`src/hdl/string_intern_hash_table_unit_defines.svh`:
```
// Assertion macros for the string intern hash table unit.
// Used by the top level only; relies on clk and rst_n being in scope.
`ifndef STRING_INTERN_HASH_TABLE_UNIT_DEFINES_SVH
`define STRING_INTERN_HASH_TABLE_UNIT_DEFINES_SVH

// Same-cycle implication, disabled during reset.
`define SIHT_ASSERT_NOW(lbl, ante, cons) \
  lbl: assert property (@(posedge clk) disable iff (!rst_n) (ante) |-> (cons)) \
    else $error("same-cycle check failed");

// Next-cycle implication, disabled during reset.
`define SIHT_ASSERT_NEXT(lbl, ante, cons) \
  lbl: assert property (@(posedge clk) disable iff (!rst_n) (ante) |=> (cons)) \
    else $error("next-cycle check failed");

`endif

```
`src/hdl/siht_pkg.sv`:
```
// Shared sizes, codes, types and fixed word table for the intern table.
// No dependencies.
package siht_pkg;

  localparam int TABLE_SLOTS   = 128;
  localparam int MAX_KEY_BYTES = 32;
  localparam int SLOT_W        = $clog2(TABLE_SLOTS);
  localparam int CNT_W         = $clog2(MAX_KEY_BYTES + 1);
  localparam int KIDX_W        = $clog2(MAX_KEY_BYTES);
  localparam int KEY_BITS      = 8 * MAX_KEY_BYTES;
  localparam int HASH_W        = 32;
  localparam int FIXED_WORDS   = 10;
  localparam int CODE_W        = 4;
  localparam int KIND_W        = 3;
  localparam int OUT_SLOT_W    = 7;
  localparam logic [HASH_W-1:0] HASH_INIT = 32'd5381;

  typedef enum logic [KIND_W-1:0] {
    KIND_WORD     = 3'd0,
    KIND_FOUND    = 3'd1,
    KIND_INSERTED = 3'd2,
    KIND_FULL     = 3'd3,
    KIND_LONG     = 3'd4
  } kind_t;

  typedef enum logic [2:0] {
    ST_IDLE,
    ST_CHECK,
    ST_READ,
    ST_COMPARE,
    ST_EMIT
  } state_t;

  typedef struct packed {
    logic  accept;
    logic  start;
    logic  next;
    logic  write;
    logic  load;
    kind_t kind;
  } cmd_t;

  typedef struct packed {
    logic overlong;
    logic fix_hit;
    logic used;
    logic match;
    logic probe_last;
    logic out_free;
  } stat_t;

  typedef struct packed {
    logic [HASH_W-1:0]   hash;
    logic [CNT_W-1:0]    len;
    logic [KEY_BITS-1:0] key;
  } slot_t;

  // Fixed words, first byte in the low bits.
  function automatic logic [39:0] fixed_word(input logic [CODE_W-1:0] code);
    case (code)
      4'd0:    fixed_word = 40'h0000006469;
      4'd1:    fixed_word = 40'h0000637273;
      4'd2:    fixed_word = 40'h0065707974;
      4'd3:    fixed_word = 40'h00656d616e;
      4'd4:    fixed_word = 40'h0066657268;
      4'd5:    fixed_word = 40'h00676e616c;
      4'd6:    fixed_word = 40'h7373616c63;
      4'd7:    fixed_word = 40'h656c797473;
      4'd8:    fixed_word = 40'h65756c6176;
      4'd9:    fixed_word = 40'h736e6c6d78;
      default: fixed_word = 40'h0;
    endcase
  endfunction

  function automatic logic [2:0] fixed_len(input logic [CODE_W-1:0] code);
    case (code)
      4'd0:                      fixed_len = 3'd2;
      4'd1:                      fixed_len = 3'd3;
      4'd2, 4'd3, 4'd4, 4'd5:    fixed_len = 3'd4;
      4'd6, 4'd7, 4'd8, 4'd9:    fixed_len = 3'd5;
      default:                   fixed_len = 3'd0;
    endcase
  endfunction

endpackage

```
`src/hdl/siht_ctrl.sv`:
```
// Sequencing controller of the intern table: key capture, lookup, result hand-off.
// Depends on siht_pkg.
module siht_ctrl import siht_pkg::*; (
  input  logic  clk,
  input  logic  rst_n,
  input  logic  in_valid,
  input  logic  in_last_byte,
  output logic  in_ready,
  input  stat_t stat,
  output cmd_t  cmd
);

  state_t state_r, state_nxt;
  kind_t  kind_r, kind_nxt;

  always_ff @(posedge clk) begin
    if (!rst_n) begin
      state_r <= ST_IDLE;
      kind_r  <= KIND_WORD;
    end else begin
      state_r <= state_nxt;
      kind_r  <= kind_nxt;
    end
  end

  always_comb begin
    state_nxt = state_r;
    kind_nxt  = kind_r;
    case (state_r)
      ST_IDLE: begin
        if (in_valid && in_last_byte) state_nxt = ST_CHECK;
      end
      ST_CHECK: begin
        if (stat.overlong) begin
          kind_nxt  = KIND_LONG;
          state_nxt = ST_EMIT;
        end else if (stat.fix_hit) begin
          kind_nxt  = KIND_WORD;
          state_nxt = ST_EMIT;
        end else begin
          state_nxt = ST_READ;
        end
      end
      ST_READ: state_nxt = ST_COMPARE;
      ST_COMPARE: begin
        if (!stat.used) begin
          kind_nxt  = KIND_INSERTED;
          state_nxt = ST_EMIT;
        end else if (stat.match) begin
          kind_nxt  = KIND_FOUND;
          state_nxt = ST_EMIT;
        end else if (stat.probe_last) begin
          kind_nxt  = KIND_FULL;
          state_nxt = ST_EMIT;
        end else begin
          state_nxt = ST_READ;
        end
      end
      ST_EMIT: begin
        if (stat.out_free) state_nxt = ST_IDLE;
      end
      default: state_nxt = ST_IDLE;
    endcase
  end

  always_comb begin
    in_ready   = 1'b0;
    cmd        = '0;
    cmd.kind   = kind_r;
    case (state_r)
      ST_IDLE: begin
        in_ready   = 1'b1;
        cmd.accept = in_valid;
      end
      ST_CHECK:   cmd.start = !stat.overlong && !stat.fix_hit;
      ST_READ:    ;
      ST_COMPARE: begin
        cmd.write = !stat.used;
        cmd.next  = stat.used && !stat.match && !stat.probe_last;
      end
      ST_EMIT:    cmd.load = stat.out_free;
      default:    ;
    endcase
  end

endmodule

```
`config.mk`:
```
export PLATFORM = sky130hd
export DESIGN_NAME = siht_ctrl
export DESIGN_NICKNAME = d
export VERILOG_FILES = /design/src/hdl/string_intern_hash_table_unit_defines.svh /design/src/hdl/siht_pkg.sv /design/src/hdl/siht_ctrl.sv
export SDC_FILE = /design/constraint.sdc
export NUM_CORES = 1
export LEC_CHECK = 0
export BUFFER_PORTS_ARGS = -buffer_cell sky130_fd_sc_hd__buf_2
export CAP_MARGIN = 30
export CORE_AREA = 2 2 39 41
export DETAILED_ROUTE_END_ITERATION = 10
export DIE_AREA = 0 0 41 43
export MAX_ROUTING_LAYER = met4
export SLEW_MARGIN = 20
export SYNTH_ARGS = -nofsm -noshare
export SYNTH_HDL_FRONTEND = slang
export SYNTH_SLANG_ARGS = --single-unit
```
`constraint.sdc`:
```
create_clock -name clk -period 2.19 [get_ports clk]
set_input_delay 0.438 -clock clk [delete_from_list [all_inputs] [get_ports clk]]
set_output_delay 0.438 -clock clk [all_outputs]
set_load 0.02 [all_outputs]
```
==> impl_metrics.toml, run 1 <==
[global_route]
grt_max_degree = 8
grt-ovfl-total = 0
track_usage_pct = 10.93
grt_first_pass_wirelength_mm = 1.179
grt_pass1_vias = 281
antenna_found_initial = 0

[synth]
yosysTopAreaCellShare_pct = 36.78
avgSynthCellArea_um2 = 8.373
synth_top_area_cell = "dfxtp_1"
yosysMostFrequentCell = "dfxtp_1"
synth_ff_type = "dfxtp_1"
ys_types = 22
syn_nets = 49
async_reset_ff_share_pct = 0
synth_edf_count = 0
synthTopCellsByArea = "dfxtp_1 (37%), nor2_1 (5.7%), o32ai_1 (5.4%), nand3b_1 (4.6%), nor3b_2 (3.8%)"
netlist_area_um2 = 326.6
synth-seq-area-share_pct = 36.78
synth_cells = 39
yosys_register_bits = 6
synth_commonest_cells = "dfxtp_1 (6), nor2_1 (5), inv_1 (3), nand2_1 (3)"
yosysWarnings = 0

[timing]
clock_skew_ps = 0.4151
finalHoldViolCount = 0
fin_crit_sh_pct = 84.41
fmax_mhz = 541.0
worst_slew_pin_slew_ps = 314.3
slew_violations = 0
rsz0062_at_grt = "no"
fin_setup_tns_ps = 0
setup_viol = 0
worst_slack_ps = 341.4
min_period_ps = 1849
slew_headroom_pct = 78.96

[drt]
vias_per_cell = 4.737
drtIter0Drc = 9
routed_wl_um = 739
post_drt_wl_per_cell_um = 9.724
drc_errors = 0
antenna_left = 0
dr.pass1.iters = 5
dr_total_vias = 360

[clock_tree]
clock-sinks = 6
cts.reportedPaths.clkPinSlew_ps = 40
cts_inserted_buffers = 3
postCtsHoldBufs = 0
clock_latency_ps = 240
htree_num_levels = 1
tritoncts = "done"
cts_setup_buffers = 0
cts.repair.resized = 0
cts_buffer_depth = 2
cts-root-buf = "clkbuf_4"

[worst_setup_path]
worstSetupEndpointType = "output port"
cp_max_fo = 7
rr_worst_depth = 3
rrSetupSlack_ps = 790
r2r_end = "kind_r[0]"
critical_path_class = "reg -> out"
required_ps = 1750
reg2reg_from = "state_r[0]"
cp-start-kind = "flip-flop"
cp.arrival_ps = 1410
startpoint = "state_r[0]"

[die]
coreArea_mm2 = 0.001384
die_h_um = 43
rows = 14
start_util_pct = 23.60
io_pins = 19
dieArea_mm2 = 0.001763
die_w_um = 41

[place]
place_ws_ps = 536.0
gp_congestion = 0.7487
hpwl_um = 621.7
placed_cell_area_um2 = 436.7
numPortBuffers = 18

[flow_run]
maxCapViolations = 0

[worst_hold_path]
hp-class = "in -> reg"
hold_start = "stat[0]"
min_to = "state_r[2]"
whs_path_depth = 2

[power]
ir_drop_mv = 0.2413
p_total_uw = 269.9
leakage_uw = 0.0002148
power.density_mw_per_mm2 = 587.7

[cells_and_area]
antenna_cells = 0
syn2layout_area_growth_pct = 40.61
drive_above_1_share_pct = 40.00
nNetsFinal = 72
finalInstanceArea_um2 = 459.2
fillerInstances = 156

[status]
status = "complete, no violations"
[logic make-up after synthesis]
logic type      count (synthesis)  share of synthesized area (%)
flops                           6                          36.78
buf+inv                         3                          3.448
simple gates                   19                          34.10
compound gates                 11                          25.67
[where the power goes]
part	internal, uW	switching (uW)
Combinational	23.8	29.7
Clock	61.7	35.6
Sequential	114	4.92
[cell usage in the layout, fill, tap and decap left out, types with 2 or more instances in the layout]
| cell | Yosys | layout |
|---|---|---|
| nand3b_1 | 2 | 2 |
| o21ai_0 | 2 | 2 |
| nor3_1 | 2 | 2 |
| clkbuf_4 | 0 | 3 |
| inv_1 | 3 | 3 |
| nor2_1 | 5 | 5 |
| buf_2 | 0 | 18 |
| nand2_1 | 3 | 3 |
| o32ai_1 | 2 | 2 |
| dfxtp_1 | 6 | 6 |
[registers in the layout, indices dropped and copies added, names as in the netlist]
signal   count
kind_r       3
state_r      3
[per-stage QoR]
step | hold WS [ps] | utilization [%] | std cells
floorplan | 455.7 | - | 39
global route | 397.8 | 33.18 | 76
CTS | 405.6 | 33.18 | 76
detailed placement | 487.2 | 31.56 | 73
global placement | 469.8 | 31.56 | 73
finish | 411.9 | 33.18 | 76
[critical path, cell delays in order (launching register included)]
cell and delay (ps):
dfxtp_1 410, or3b_4 440, nor3_1 130, buf_2 190
[metal layers]
layer	wire, um	up-vias	share of wire (%)	GRT usage (%)
met5	0	-	0	-
li1	-	188	-	-
met3	65	0	8.8	7.853
met4	0	0	0	6.000
met2	342	11	46	12.19
met1	331	161	45	13.92
[how the worst max path moves through the flow]
stage / endpoint / depth (start not counted)
finish: cmd[6] / 3
detailed placement: cmd[5] / 4
floorplan: cmd[6] / 2
CTS: cmd[6] / 3
global route: cmd[6] / 3
global placement: cmd[5] / 4
[area by class of cell]
type                       instances  area [um2]  share of cell area, %
tap                               16       20.02                  4.360
inverter                           3       11.26                  2.452
sequential                         6       120.1                  26.16
timing repair buffer              18       90.09                  19.62
multi-input combinational         30       195.2                  42.51
clock buffer                       3       22.52                  4.905
(Power assumes the default switching activity.)
==> run 2, diff against run 1 <==
==> constraint.sdc (replaced) <==
create_clock -name clk -period 1.5 [get_ports clk]
set_input_delay 0.3 -clock clk [delete_from_list [all_inputs] [get_ports clk]]
set_output_delay 0.3 -clock clk [all_outputs]
set_load 0.02 [all_outputs]
==> run 2 against run 1 <==
The flow now finishes with violations (setup timing). Sequential share of layout area fell by 2.2 points. Count of clock-buffer cells in the layout did not move. Non-clock buffer count rose by 4. First-iteration DRC count fell by 11%. Setup slack got worse by 390 ps. Register-to-register slack got worse by 710 ps. Die area did not move. Critical path type unchanged. Critical endpoint unchanged. Highest routed layer is now met4.
==> impl_metrics.toml, run 2 (synthesis gave the netlist of run 1 again) <==
[die]
rows = 14
die_h_um = 43
io_pins = 19
coreArea_mm2 = 0.001384
start_util_pct = 23.60
dieArea_mm2 = 0.001763
die_w_um = 41

[place]
placed_cell_area_um2 = 456.7
dp_cells = 75
hpwl_um = 662.2
gp_congestion = 0.7347
numPortBuffers = 18

[status]
status = "complete, but fails checks"
violations = "setup timing"

[worst_setup_path]
path_buf_inv = 1
required_ps = 1200
cp_max_fo = 6
cp-start-kind = "flip-flop"
crit_family = "simple AND/OR/NAND/NOR gates"
cp_cell_sequence = "or3b_4 -> nor3_2 -> buf_4"
crit_path_top_delay_cell = "or3b_4"
cpPeakStageDelay_ps = 400
worstSetupEndpointType = "output port"
cp.arrival_ps = 1250
critical_path_class = "reg -> out"

[timing]
finalHoldViolCount = 0
slew_headroom_pct = 85.04
fin_crit_sh_pct = 103.4
worst_slew_pin_slew_ps = 223.7
clock_skew_ps = 0.1737
fmax_mhz = 644.6
min_period_ps = 1551
slew_violations = 0
setup_viol = 1
worst_slack_ps = -51.24
rsz0062_at_grt = "yes"

[power]
p_switching_uw = 117.1
leakage_uw = 0.0002387
power.density_mw_per_mm2 = 818.0
pwr-share-seq_pct = 40.9
p_clk_share_pct = 35.9
ir_drop_mv = 0.2448
p_comb_share_pct = 23.2
intPower_uw = 305.6
swShare_pct = 27.71
p_total_uw = 422.7

[global_route]
grt_first_pass_wirelength_mm = 1.228
track_usage_pct = 11.05
grt-ovfl-total = 0
grt_max_degree = 7
grt_pass1_vias = 301
antenna_found_initial = 0

[drt]
dr.pass1.iters = 4
drtIter0Drc = 8
routed_wl_um = 832
antenna_left = 0
post_drt_wl_per_cell_um = 10.40
vias_per_cell = 4.875
dr_total_vias = 390
drc_errors = 0

[cells_and_area]
final_common_cell = "buf_2"
layout.cells.non_filler = 80
drive_above_1_share_pct = 51.56
syn2layout_area_growth_pct = 58.24
nNetsFinal = 76
finalInstanceArea_um2 = 516.7
final_cell_mix = "buf_2 (14), buf_4 (7), nor2_1 (5)"
antenna_cells = 0
reg_top3 = "kind_r (3), state_r (3)"

[clock_tree]
htree_num_levels = 1
cts_inserted_buffers = 3
cts_buffer_depth = 2
cts.reportedPaths.clkPinSlew_ps = 40
postCtsHoldBufs = 0
cts-root-buf = "clkbuf_4"
clock-sinks = 6
clock_latency_ps = 250
tritoncts = "done"

[worst_hold_path]
hp-class = "in -> reg"

[flow_run]
maxCapViolations = 0
## run 2: path summary, 6_finish.rpt
kind,start,slack [ps],depth (start not counted),end
max,state_r[1],-50,3,cmd[6]
min,stat[0],260,2,state_r[2]
max reg2reg,state_r[1],80,4,kind_r[0]
min reg2reg,kind_r[1],490,2,kind_r[1]
## run 2: what timing repair did
action                     CTS  global route
setup buffers                1             1
resized for setup            6             3
pin swaps                    1             0
setup endpoints to repair    5             5
## run 2: power by group through the flow
stage	Clock [uW]	Combinational, uW	Sequential (uW)
after detailed placement	0	89.1	174
final	152	98.0	173
after global placement	0	88.0	174
after global routing	169	108	174
after CTS	157	96.1	172
after floorplan	0	45.9	178
## run 2: per-stage QoR
step                hold slack, ps  setup TNS, ps  utilization (%)  worst slack [ps]
finish                       256.2         -51.24            37.34            -51.24
global route                 252.8         -242.9            37.34            -85.64
CTS                          258.2         -72.63            36.44            -55.34
detailed placement           480.8              0            33.00             169.0
global placement             479.3              0            33.00             176.4
floorplan                    417.2              0                -            0.2049
## run 2: layer usage
layer / global-route usage (%) / routed length, um / vias up
met5: - / 0 / -
met4: 8.000 / 14 / 0
met3: 4.712 / 58 / 2
met2: 13.75 / 404 / 13
met1: 13.68 / 355 / 182
li1: - / - / 193
## run 2: cell type report
cell class | instances | area, um2
fillers | 151 | 867.1
multi-input cells | 30 | 205.2
repair buffers | 22 | 133.9
flip-flops and latches | 6 | 123.9
clock buffers | 3 | 22.52
well taps | 16 | 20.02
inverters | 3 | 11.26
